## src/kct_pkg.sv

```systemverilog
// Shared types, codes and default sizes for the keyed counter table.
package kct_pkg;

    // Default sizes of the table.
    localparam int unsigned ENTRIES_DEF    = 16;
    localparam int unsigned TAG_BITS_DEF   = 16;
    localparam int unsigned COUNT_BITS_DEF = 31;

    // Fixed widths of the request and result fields.
    localparam int unsigned TAG_IN_W    = 16;
    localparam int unsigned AMOUNT_W    = 32;
    localparam int unsigned STATUS_W    = 3;
    localparam int unsigned COUNT_OUT_W = 31;

    // Packed stream widths, rounded up to whole bytes.
    localparam int unsigned S_DATA_W = 48;
    localparam int unsigned M_DATA_W = 40;

    typedef enum logic {
        KIND_ADD    = 1'b0,
        KIND_REMOVE = 1'b1
    } kind_t;

    typedef enum logic [STATUS_W-1:0] {
        ST_NEW      = 3'd0,
        ST_UPDATED  = 3'd1,
        ST_REMOVED  = 3'd2,
        ST_INVALID  = 3'd3,
        ST_IGNORED  = 3'd4,
        ST_NOTFOUND = 3'd5,
        ST_FULL     = 3'd6
    } status_t;

    typedef enum logic {
        CTRL_IDLE   = 1'b0,
        CTRL_UPDATE = 1'b1
    } ctrl_state_t;

    // Commands from the controller to the datapath.
    typedef struct packed {
        logic capture;  // take the request and look the tag up
        logic commit;   // write the entry back and load the result
    } kct_cmd_t;

    // Status from the datapath to the controller.
    typedef struct packed {
        logic out_blocked;  // result register holds a transfer that is not taken
    } kct_stat_t;

endpackage

```

## src/kct_ctrl.sv

```systemverilog
// Controller state machine of the keyed counter table.
module kct_ctrl (
    input  logic              clk,
    input  logic              rst_n,
    input  logic              s_tvalid,
    output logic              s_tready,
    input  kct_pkg::kct_stat_t stat,
    output kct_pkg::kct_cmd_t  cmd
);
    import kct_pkg::*;

    ctrl_state_t state_reg;
    ctrl_state_t state_next;

    always_ff @(posedge clk or negedge rst_n)
    begin
        if (!rst_n)
        begin
            state_reg <= CTRL_IDLE;
        end
        else
        begin
            state_reg <= state_next;
        end
    end

    always_comb
    begin
        state_next = state_reg;
        case (state_reg)
            CTRL_IDLE:
            begin
                if (s_tvalid)
                begin
                    state_next = CTRL_UPDATE;
                end
            end
            CTRL_UPDATE:
            begin
                if (!stat.out_blocked)
                begin
                    state_next = CTRL_IDLE;
                end
            end
            default:
            begin
                state_next = CTRL_IDLE;
            end
        endcase
    end

    always_comb
    begin
        s_tready    = 1'b0;
        cmd.capture = 1'b0;
        cmd.commit  = 1'b0;
        case (state_reg)
            CTRL_IDLE:
            begin
                s_tready    = 1'b1;
                cmd.capture = s_tvalid;
            end
            CTRL_UPDATE:
            begin
                cmd.commit = !stat.out_blocked;
            end
            default:
            begin
                s_tready = 1'b0;
            end
        endcase
    end

endmodule

```

## src/kct_datapath.sv

```systemverilog
// Datapath of the keyed counter table: tag store, count memory and result register.
module kct_datapath #(
    parameter int unsigned ENTRIES    = kct_pkg::ENTRIES_DEF,
    parameter int unsigned TAG_BITS   = kct_pkg::TAG_BITS_DEF,
    parameter int unsigned COUNT_BITS = kct_pkg::COUNT_BITS_DEF
) (
    input  logic                                clk,
    input  logic                                rst_n,
    input  kct_pkg::kct_cmd_t                   cmd,
    output kct_pkg::kct_stat_t                  stat,
    input  logic                                req_kind,
    input  logic [kct_pkg::TAG_IN_W-1:0]        req_tag,
    input  logic signed [kct_pkg::AMOUNT_W-1:0] req_amount,
    output logic                                res_valid,
    input  logic                                res_ready,
    output logic [kct_pkg::STATUS_W-1:0]        res_status,
    output logic [kct_pkg::COUNT_OUT_W-1:0]     res_count
);
    import kct_pkg::*;

    localparam int unsigned IW       = $clog2(ENTRIES);
    localparam int unsigned KEY_BITS = (TAG_BITS < TAG_IN_W) ? TAG_BITS : TAG_IN_W;
    localparam int unsigned SW       = ((COUNT_BITS > AMOUNT_W) ? COUNT_BITS : AMOUNT_W) + 1;

    // Tag store and valid bits: compared in parallel.
    logic [ENTRIES-1:0]  valid_reg;
    logic [ENTRIES-1:0]  valid_next;
    logic [TAG_BITS-1:0] tag_reg [ENTRIES];

    // Count memory: one write and one registered read port.
    logic [COUNT_BITS-1:0] count_mem [ENTRIES];

    // Lookup stage.
    logic [TAG_BITS-1:0] key;
    logic [ENTRIES-1:0]  match;
    logic                hit;
    logic [IW-1:0]       hit_idx;
    logic                free_ok;
    logic [IW-1:0]       free_idx;

    // Registered request and lookup result.
    logic                  kind_reg;
    logic [TAG_BITS-1:0]   key_reg;
    logic                  key_zero_reg;
    logic [AMOUNT_W-1:0]   amount_reg;
    logic                  hit_reg;
    logic [IW-1:0]         hit_idx_reg;
    logic                  free_ok_reg;
    logic [IW-1:0]         free_idx_reg;
    logic [COUNT_BITS-1:0] count_rd_reg;

    // Update stage.
    logic          amt_pos;
    logic [SW-1:0] amt_ext;
    logic [SW-1:0] cnt_ext;
    logic [SW-1:0] cnt_max;
    logic [SW-1:0] sum;
    logic [SW-1:0] add_cnt;
    logic [SW-1:0] new_cnt;
    logic [SW-1:0] sub_cnt;
    status_t       upd_status;
    logic [SW-1:0] upd_count;
    logic          cnt_we;
    logic [IW-1:0] cnt_waddr;
    logic          tag_we;
    logic          valid_set;
    logic          valid_clr;

    // Result register.
    logic                   out_valid_reg;
    logic                   out_valid_next;
    logic [STATUS_W-1:0]    out_status_reg;
    logic [COUNT_OUT_W-1:0] out_count_reg;

    assign key = TAG_BITS'(req_tag[KEY_BITS-1:0]);

    always_comb
    begin
        for (int i = 0; i < ENTRIES; i++)
        begin
            match[i] = valid_reg[i] && (tag_reg[i] == key);
        end
    end

    // The lowest matching entry and the lowest free entry win.
    always_comb
    begin
        hit      = 1'b0;
        hit_idx  = '0;
        free_ok  = 1'b0;
        free_idx = '0;
        for (int i = ENTRIES - 1; i >= 0; i--)
        begin
            if (match[i])
            begin
                hit     = 1'b1;
                hit_idx = IW'(i);
            end
            if (!valid_reg[i])
            begin
                free_ok  = 1'b1;
                free_idx = IW'(i);
            end
        end
    end

    always_ff @(posedge clk)
    begin
        if (cmd.capture)
        begin
            kind_reg     <= req_kind;
            key_reg      <= key;
            key_zero_reg <= (key == '0);
            amount_reg   <= req_amount;
            hit_reg      <= hit;
            hit_idx_reg  <= hit_idx;
            free_ok_reg  <= free_ok;
            free_idx_reg <= free_idx;
        end
    end

    assign amt_pos = (amount_reg != '0) && !amount_reg[AMOUNT_W-1];
    assign amt_ext = SW'(amount_reg[AMOUNT_W-2:0]);
    assign cnt_ext = SW'(count_rd_reg);
    assign cnt_max = SW'({COUNT_BITS{1'b1}});
    assign sum     = cnt_ext + amt_ext;
    assign add_cnt = (sum > cnt_max) ? cnt_max : sum;
    assign new_cnt = (amt_ext > cnt_max) ? cnt_max : amt_ext;
    assign sub_cnt = cnt_ext - amt_ext;

    always_comb
    begin
        upd_status = ST_INVALID;
        upd_count  = '0;
        cnt_we     = 1'b0;
        cnt_waddr  = hit_idx_reg;
        tag_we     = 1'b0;
        valid_set  = 1'b0;
        valid_clr  = 1'b0;
        if (key_zero_reg)
        begin
            upd_status = ST_INVALID;
        end
        else if (!amt_pos)
        begin
            upd_status = ST_IGNORED;
            upd_count  = hit_reg ? cnt_ext : '0;
        end
        else if (kind_reg == KIND_ADD)
        begin
            if (hit_reg)
            begin
                upd_status = ST_UPDATED;
                upd_count  = add_cnt;
                cnt_we     = 1'b1;
            end
            else if (free_ok_reg)
            begin
                upd_status = ST_NEW;
                upd_count  = new_cnt;
                cnt_we     = 1'b1;
                cnt_waddr  = free_idx_reg;
                tag_we     = 1'b1;
                valid_set  = 1'b1;
            end
            else
            begin
                upd_status = ST_FULL;
            end
        end
        else
        begin
            if (!hit_reg)
            begin
                upd_status = ST_NOTFOUND;
            end
            else if (cnt_ext <= amt_ext)
            begin
                upd_status = ST_REMOVED;
                valid_clr  = 1'b1;
            end
            else
            begin
                upd_status = ST_UPDATED;
                upd_count  = sub_cnt;
                cnt_we     = 1'b1;
            end
        end
    end

    always_comb
    begin
        valid_next = valid_reg;
        if (cmd.commit && valid_set)
        begin
            valid_next[free_idx_reg] = 1'b1;
        end
        if (cmd.commit && valid_clr)
        begin
            valid_next[hit_idx_reg] = 1'b0;
        end
    end

    always_ff @(posedge clk or negedge rst_n)
    begin
        if (!rst_n)
        begin
            valid_reg <= '0;
        end
        else
        begin
            valid_reg <= valid_next;
        end
    end

    always_ff @(posedge clk)
    begin
        if (cmd.commit && tag_we)
        begin
            tag_reg[free_idx_reg] <= key_reg;
        end
    end

    always_ff @(posedge clk)
    begin
        if (cmd.commit && cnt_we)
        begin
            count_mem[cnt_waddr] <= upd_count[COUNT_BITS-1:0];
        end
        if (cmd.capture)
        begin
            count_rd_reg <= count_mem[hit_idx];
        end
    end

    assign out_valid_next = cmd.commit ? 1'b1 : (res_ready ? 1'b0 : out_valid_reg);

    always_ff @(posedge clk or negedge rst_n)
    begin
        if (!rst_n)
        begin
            out_valid_reg <= 1'b0;
        end
        else
        begin
            out_valid_reg <= out_valid_next;
        end
    end

    always_ff @(posedge clk)
    begin
        if (cmd.commit)
        begin
            out_status_reg <= upd_status;
            out_count_reg  <= upd_count[COUNT_OUT_W-1:0];
        end
    end

    assign stat.out_blocked = out_valid_reg && !res_ready;
    assign res_valid        = out_valid_reg;
    assign res_status       = out_status_reg;
    assign res_count        = out_count_reg;

endmodule

```

## src/keyed_counter_table.sv

```systemverilog
// Top level of the keyed counter table: stream ports, controller and datapath.
//
// Usage: each request arrives as one transfer on the slave stream (s_*) and
// gives exactly one result transfer on the master stream (m_*). A request
// names a tag, a signed amount and whether to add or remove; the result
// carries a status code and the count of the tag after the request.
//
// Operation: when a request is taken, every valid entry's tag is compared
// at once and the matching entry's count is read from the count memory into
// a register. The update state then does the read-modify-write of that one
// entry and loads the result register. A new request is taken only once the
// update of the request before it is done.
//
// Reset clears every valid bit, so the table starts empty; the tags and
// counts themselves are not cleared and are only read behind a valid bit.
// When the receiver stalls, one finished result waits in the result register
// while the next request is still taken and looked up; it then holds its
// update until the result register is free.
module keyed_counter_table #(
    parameter int unsigned ENTRIES    = kct_pkg::ENTRIES_DEF,
    parameter int unsigned TAG_BITS   = kct_pkg::TAG_BITS_DEF,
    parameter int unsigned COUNT_BITS = kct_pkg::COUNT_BITS_DEF
) (
    input  logic                        clk,
    input  logic                        rst_n,
    // Request stream.
    input  logic                        s_tvalid,
    output logic                        s_tready,
    input  logic [kct_pkg::S_DATA_W-1:0] s_tdata,   // tag[15:0], amount[47:16]
    input  logic                        s_tuser,   // kind (0 add, 1 remove)
    // Result stream.
    output logic                        m_tvalid,
    input  logic                        m_tready,
    output logic [kct_pkg::M_DATA_W-1:0] m_tdata    // status[2:0], count_after[33:3], zeros
);
    import kct_pkg::*;

    kct_cmd_t  cmd;
    kct_stat_t stat;

    logic [STATUS_W-1:0]    res_status;
    logic [COUNT_OUT_W-1:0] res_count;

    // The controller sequences lookup and write-back of each transfer.
    kct_ctrl u_ctrl (
        .clk      (clk),
        .rst_n    (rst_n),
        .s_tvalid (s_tvalid),
        .s_tready (s_tready),
        .stat     (stat),
        .cmd      (cmd)
    );

    // The datapath holds the table and the result register.
    kct_datapath #(
        .ENTRIES    (ENTRIES),
        .TAG_BITS   (TAG_BITS),
        .COUNT_BITS (COUNT_BITS)
    ) u_datapath (
        .clk        (clk),
        .rst_n      (rst_n),
        .cmd        (cmd),
        .stat       (stat),
        .req_kind   (s_tuser),
        .req_tag    (s_tdata[TAG_IN_W-1:0]),
        .req_amount (s_tdata[TAG_IN_W+AMOUNT_W-1:TAG_IN_W]),
        .res_valid  (m_tvalid),
        .res_ready  (m_tready),
        .res_status (res_status),
        .res_count  (res_count)
    );

    // Pack the result fields, lowest field first, padded to whole bytes.
    assign m_tdata = {{(M_DATA_W - STATUS_W - COUNT_OUT_W){1'b0}}, res_count, res_status};

endmodule

```

## config.mk

```make
export PLATFORM = sky130hd
export DESIGN_NAME = keyed_counter_table
export DESIGN_NICKNAME = d
export VERILOG_FILES = /design/src/kct_pkg.sv /design/src/kct_ctrl.sv /design/src/kct_datapath.sv /design/src/keyed_counter_table.sv
export SDC_FILE = /design/constraint.sdc
export NUM_CORES = 2
export LEC_CHECK = 0
export BUFFER_PORTS_ARGS = -buffer_cell sky130_fd_sc_hd__buf_2
export CAP_MARGIN = 10
export CORE_MARGIN = 2
export CORE_UTILIZATION = 63
export DETAILED_ROUTE_END_ITERATION = 10
export GPL_TIMING_DRIVEN = 0
export PLACE_DENSITY = 0.8
export SLEW_MARGIN = 25
export SYNTH_ARGS = -nofsm -noshare
export SYNTH_HDL_FRONTEND = slang
export SYNTH_SLANG_ARGS = --single-unit
```

## constraint.sdc

```tcl
create_clock -name clk -period 7 [get_ports clk]
set_input_delay 0.35 -clock clk [delete_from_list [all_inputs] [get_ports clk]]
set_output_delay 0.35 -clock clk [all_outputs]
set_load 0.1 [all_outputs]
```

== Yosys cells after proc, flatten, opt, wreduce, memory -nomap -nowiden ==
Memories as Yosys holds them, arrays and structs flattened. A register that Yosys moved wholly into a read port is not among the register bits.
Cells that the tools add are included.

* Reductions and logical operators: 34
* Bitwise gates (word level): 4
* Muxes and demuxes: 88
* $lt $le $gt $ge: 7
* Equality and inequality tests: 16
* $add $sub $neg: 2

{| class="wikitable"
|+ Operators by type and width
! operator !! number
|-
| $mux 31 || 10
|-
| $eq 16x16->1 || 16
|-
| $mux 4 || 29
|-
| $add 31x31->32 || 1
|-
| $gt 32x31->1 const B || 1
|-
| $mux 1 || 32
|-
| $mux 16 || 2
|-
| $reduce_bool 32->1 || 1
|-
| $gt 31x31->1 const B || 1
|-
| $le 31x31->1 || 1
|-
| $sub 31x31->31 || 1
|-
| $mux 3 || 9
|-
| $logic_and 1x1->1 || 23
|-
| $and 16x16->16 || 1
|-
| $logic_not 16->1 || 1
|-
| $not 16->16 || 1
|-
| $or 16x16->16 || 1
|-
| $reduce_and 15->1 || 1
|-
| $reduce_or 15->1 || 1
|-
| $lt 4x5->1 const B || 2
|-
| $demux 1 s4 || 2
|-
| $ge 4x1->1 const B || 2
|-
| $reduce_and 8->1 || 1
|-
| $mux 2 || 3
|-
| 6 further kinds || 8
|}

* Input port bits: 53
* Memories kept: 2
* Register bits after elaboration: 112
* RAM bits: 752
* Output and inout bits: 42

{| class="wikitable"
|+ Memories
! name !! words !! width !! read ports !! clocked after memory_dff !! wr ports !! line !! source
|-
| u_datapath.count_mem || 16 || 31 || 1 || 1 || 1 || kct_datapath.sv:31 || <nowiki>logic [COUNT_BITS-1:0] count_mem [ENTRIES];</nowiki>
|-
| u_datapath.tag_reg || 16 || 16 || 16 || 0 || 1 || kct_datapath.sv:28 || <nowiki>logic [TAG_BITS-1:0] tag_reg [ENTRIES];</nowiki>
|}

== Depth between registers and ports, before layout ==
An unclocked memory read counts as a cell.

* Depth in word-level cells: 19
* Mapped depth: 17

== By module ==
A second synthesis with hierarchy kept.

* Cell total of the unflattened synthesis: 2984
* Area, all modules: 41469.8 µm²

{| class="wikitable"
|+ By module, submodules not included
! module !! instances !! area each (µm²) !! seq. area each (µm²) !! cells each
|-
| kct_datapath || 1 || 41363.4 || 26760.7 || 2972
|-
| kct_ctrl || 1 || 57.6 || 25.0 || 5
|-
| keyed_counter_table || 1 || 48.8 || 0.0 || 7
|}

== Worst setup path after synthesis ==
Ideal clock, no wire load.

* Kind: register -> register
* From: reg u_datapath.amount_reg[15]
* To: mem u_datapath.count_mem[12][0] (netlist bit), enable pin
* Period minus slack after synthesis: 5.861 ns
* Setup slack: 1.139 ns
* Arrival time: 5.403 ns
* Cell stages (with the launch flop): 15
* Cells stage by stage: edfxtp_1 > inv_1 > ha_1 > clkbuf_1 > nand3_1 > or2_2 > or4b_2 > a211oi_1 > o31ai_1 > o21ai_0 > nand2_1 > a21boi_0 > o21ai_1 > clkbuf_1 > nor3_1

* Cells in the longest elaborated chain, start to end: 9
* Elaborated cells between the ends (all ways): 13

{| class="wikitable"
|+ Ends and longest elaborated chain
! element !! line !! source
|-
| from (decl) || kct_datapath.sv:45 || <nowiki>logic [AMOUNT_W-1:0] amount_reg;</nowiki>
|-
| from (signal assigned) || kct_datapath.sv:114 || <nowiki>amount_reg <= req_amount;</nowiki>
|-
| $le 31x31->1 || kct_datapath.sv:177 || <nowiki>else if (cnt_ext <= amt_ext)</nowiki>
|-
| $mux 1 || kct_datapath.sv:177 ||
|-
| $mux 1 || kct_datapath.sv:173 || <nowiki>if (!hit_reg)</nowiki>
|-
| $mux 1 || kct_datapath.sv:149 || <nowiki>else if (kind_reg == KIND_ADD)</nowiki>
|-
| $mux 1 || kct_datapath.sv:144 || <nowiki>else if (!amt_pos)</nowiki>
|-
| $mux 1 || kct_datapath.sv:140 || <nowiki>if (key_zero_reg)</nowiki>
|-
| $logic_and 1x1->1 || kct_datapath.sv:226 || <nowiki>if (cmd.commit && cnt_we)</nowiki>
|-
| $mux 1 || kct_datapath.sv:226 ||
|-
| $mux 1 (implied by the code) || kct_datapath.sv:228 || <nowiki>count_mem[cnt_waddr] <= upd_count[COUNT_BITS-1:0];</nowiki>
|-
| to (decl) || kct_datapath.sv:31 ||
|}

Parallel ways exist; a longest one is shown, timed or not.

== Worst setup path after layout ==
* From: in s_tdata[12] (netlist bit)
* To: reg u_datapath.count_rd_reg[17] (read register of u_datapath.count_mem) (data pin)

* Cells in the longest elaborated chain, start to end: 18
* Elaborated cells between the ends (all ways): 48

{| class="wikitable"
|+ Ends and longest elaborated chain
! element !! line !! source
|-
| from (decl) || keyed_counter_table.sv:29 || <nowiki>input logic [kct_pkg::S_DATA_W-1:0] s_tdata,</nowiki>
|-
| $eq 16x16->1 || kct_datapath.sv:81 || <nowiki>match[i] = valid_reg[i] && (tag_reg[i] == key);</nowiki>
|-
| $logic_and 1x1->1 || kct_datapath.sv:81 ||
|-
| $mux 4 (15 in series) || kct_datapath.sv:94 || <nowiki>if (match[i])</nowiki>
|-
| $mux 4 (*) || kct_datapath.sv:94 ||
|-
| to (decl) || kct_datapath.sv:50 || <nowiki>logic [COUNT_BITS-1:0] count_rd_reg;</nowiki>
|}

Every way passes the cells marked *; elsewhere a longest branch is shown, timed or not.
A chain may end at the register's enable or synchronous reset.

==> results.md <==
* Final Hold Violating Endpoints at 0
* CTS tree: yes
* DP HPWL at 83.3 mm
* Max Clock Skew at 42.7 ps
* Finished Layout Cells at 4,306
* Yosys warns at 0
* Type of the most critical hold path: input pin to async pin
* Die height at 260 microns
* Ys async rst share at 0.0201
* IO buf count at 88
* Critical path destination: u_datapath.count_rd_reg[17]$_DFFE_PP_
* Synth Register Bits at 895
* CTS clk-pin slew, worst paths at 60 ps
* Clk buf depth at 3
* Initial Utilization at 0.638
* Layout cells sized above 1 at 0.169
* Setup crit start: s_tdata[12]
* Area Growth Syn to Fin at 15.5%
* Die area at 0.0675 sq mm
* Maximum vdd drop at 344 uV
* Clock root cell: clkbuf_16
* Outcome: completed
* Fmax at 168 MHz
* Top-count cell post-synth: edfxtp_1
* Avg Vias per Cell at 6.74
* Cell count after placement at 4,091
* Synth top cells by count: edfxtp_1, nand2_1, nor2_1
* Worst-Margin Slew at 1280 ps
* CP startpoint kind: input pin
* First-pass GRT wire length at 177 mm
* Number of flip-flops in the largest register at 496
* Worst setup EP type: register
* H-Tree Depth at 3
* Fill cells at 3,972
* Cell Rows at 93
* Synth area leader: edfxtp_1
* Synth Instances at 3,037
* Fin nets at 3,496
* Pins Over Slew Limit at 0
* Placer Congestion at 0.979
* Max Cap Violations at 0
* Post-Syn Area at 0.0412 sq mm
* # setup viols final at 0
* Finished Core Util at 0.737
* Req. time, crit path at 7360 ps
* Vias post-DR at 29,000
* # DRC at 0
* Static Leak at 16.2 nW
* Drt wl/cell at 28.4 microns
* Post-CTS setup buffer count at 0
* R2R Setup Slk at 1060 ps
* CTS Buf Count at 88
* Clock tree sinks at 895
* IO Pins at 95
* Worst R2R Path Depth at 16
* Avg Cell Area, Syn at 13.6 sq um
* CP Max Fanout at 10
* ANT nets after route at 0
* P per Cell Area at 308 mW/mm^2
* Setup TNS at 0 ps
* Number of distinct library cells after synthesis at 79
* WP data arrival at 6330 ps
* Unrepaired setup endpoints after global routing: no
* Fin crit period at 5960 ps
* Rel. slew slack at 0.148
* Reg-to-reg endpoint: u_datapath.count_mem[15][10]$_DFFE_PP_
* Largest cells by area after synthesis: edfxtp_1, mux2i_1, xor2_1, mux2_2, xnor2_1
* Design Power at 14.7 mW
* Area of the core at 0.0646 sq mm
* FF-to-FF Start: u_datapath.count_rd_reg[15]$_DFFE_PP_
* All-Layer GR Usage at 0.361
* Synth top area share at 0.639
* EDFF count, synth at 877
* Ys flop type: edfxtp_1
* WS Path Type: input pin to register
* Routed WL at 122 mm
* DRT Pass-1 Iters at 6
* Initial antenna violation count at 4
* Largest net degree at the start of global routing at 26
* Final Cycle Share at 0.852
* Drt initial violations at 4,853
* Vias in the first global route at 28,000
* Antenna diode count at 0
* Skew-Pair Late Insertion Delay at 660 ps
* Total grt overflow at 0
* Die width at 260 microns
* Sequential area share after synthesis at 0.650
[critical path, cell delays in order]
cell           delay, ps
dlygate4sd3_1        520
buf_2                120
clkbuf_1             800
buf_2                600
xnor2_1              220
nand2_1              100
or2_2                280
o22ai_1              590
a311o_1              470
a31oi_4              260
nor2_4               360
buf_6                260
buf_2                310
mux2_2               380
o21ai_0              430
o221ai_1             250
[routing by layer]
metal | track usage | vias up | part of all wire
li1 | - | 12300 | -
met1 | 0.518 | 14100 | 0.38
met2 | 0.533 | 2224 | 0.44
met3 | 0.0891 | 391 | 0.14
met4 | 0.141 | 4 | 0.042
met5 | 0.00997 | - | 0.00080
[cells in the final DEF, fill, tap and decap left out, types with 22 or more instances in the layout]
| cell | synthesis | routed |
|---|---|---|
| nand4_1 | 50 | 50 |
| o221ai_1 | 42 | 42 |
| a21o_1 | 25 | 25 |
| nor3_2 | 0 | 24 |
| buf_4 | 17 | 88 |
| xor2_1 | 138 | 138 |
| dlygate4sd3_1 | 0 | 52 |
| a21oi_1 | 94 | 93 |
| mux2_2 | 102 | 102 |
| o21ai_0 | 156 | 141 |
| mux2i_1 | 126 | 126 |
| o211ai_1 | 41 | 41 |
| clkbuf_1 | 85 | 96 |
| mux2_1 | 22 | 22 |
| nor2_1 | 159 | 151 |
| ha_1 | 62 | 62 |
| o21a_1 | 36 | 36 |
| nor4_1 | 67 | 64 |
| nor3_1 | 64 | 40 |
| nand3_1 | 107 | 107 |
| clkbuf_16 | 0 | 89 |
| inv_1 | 75 | 74 |
| buf_2 | 54 | 148 |
| buf_6 | 2 | 26 |
| xnor2_1 | 129 | 129 |
| nand2_1 | 171 | 171 |
| edfxtp_1 | 877 | 877 |
[metrics by stage]
| stage | worst slack (ps) | hold slack (ps) | area [sq um] |
|---|---|---|---|
| finish | 1040 | 228 | 47600 |
| global placement | -1920 | 325 | 42700 |
| global route | 772 | 262 | 47600 |
| floorplan | 1140 | 54.4 | 41200 |
| detailed placement | 1140 | 336 | 44000 |
| CTS | 1130 | 234 | 47600 |
[how the worst min path moves through the flow]
stage                                         to  cells after the start  start
4_1_cts        u_datapath.valid_reg[9]$_DFF_PN0_                      2  rst_n
6_report       u_datapath.valid_reg[1]$_DFF_PN0_                      2  rst_n
3_3_place_gp   u_datapath.valid_reg[2]$_DFF_PN0_                      1  rst_n
3_5_place_dp   u_datapath.valid_reg[2]$_DFF_PN0_                      1  rst_n
2_1_floorplan         u_ctrl.state_reg$_DFF_PN0_                      0  rst_n
5_1_grt        u_datapath.valid_reg[9]$_DFF_PN0_                      2  rst_n
[repair_timing]
item | in CTS | in global routing
endpoints found under the setup margin | 0 | 0
hold endpoints to repair | 69 | 0
hold buffers | 52 | 0
resized for setup | 0 | 0
[power by group]
part	switching (mW)	leakage [nW]	total, mW	internal, mW
Combinational	2.15	6.38	2.86	0.711
Sequential	0.345	8.28	6.79	6.44
Clock	2.08	1.49	5.01	2.93
[area by class of cell]
cell class,count,area [sq um],share of cell area
buffer,165,767,0.0161
clock buffer,103,2300,0.0483
clock inverter,59,762,0.0160
inverter,75,282,0.00592
multi-input combinational,1907,13700,0.288
sequential,895,26800,0.563
tap,855,1070,0.0225
timing repair buffer,247,1930,0.0406
[cell families after synthesis]
family                   count (synthesis)  synth area share
flip-flops                             895             0.650
AND/OR/NAND/NOR                        762            0.0949
AO/OA/AOI/OAI                          558            0.0888
XOR/XNOR                               267            0.0567
multiplexers                           250            0.0645
buffers and inverters                  240            0.0254
adder cells (fa/ha/maj)                 64            0.0198
other                                    1         0.0000910
No activity file was read; power rests on OpenSTA's default activity.
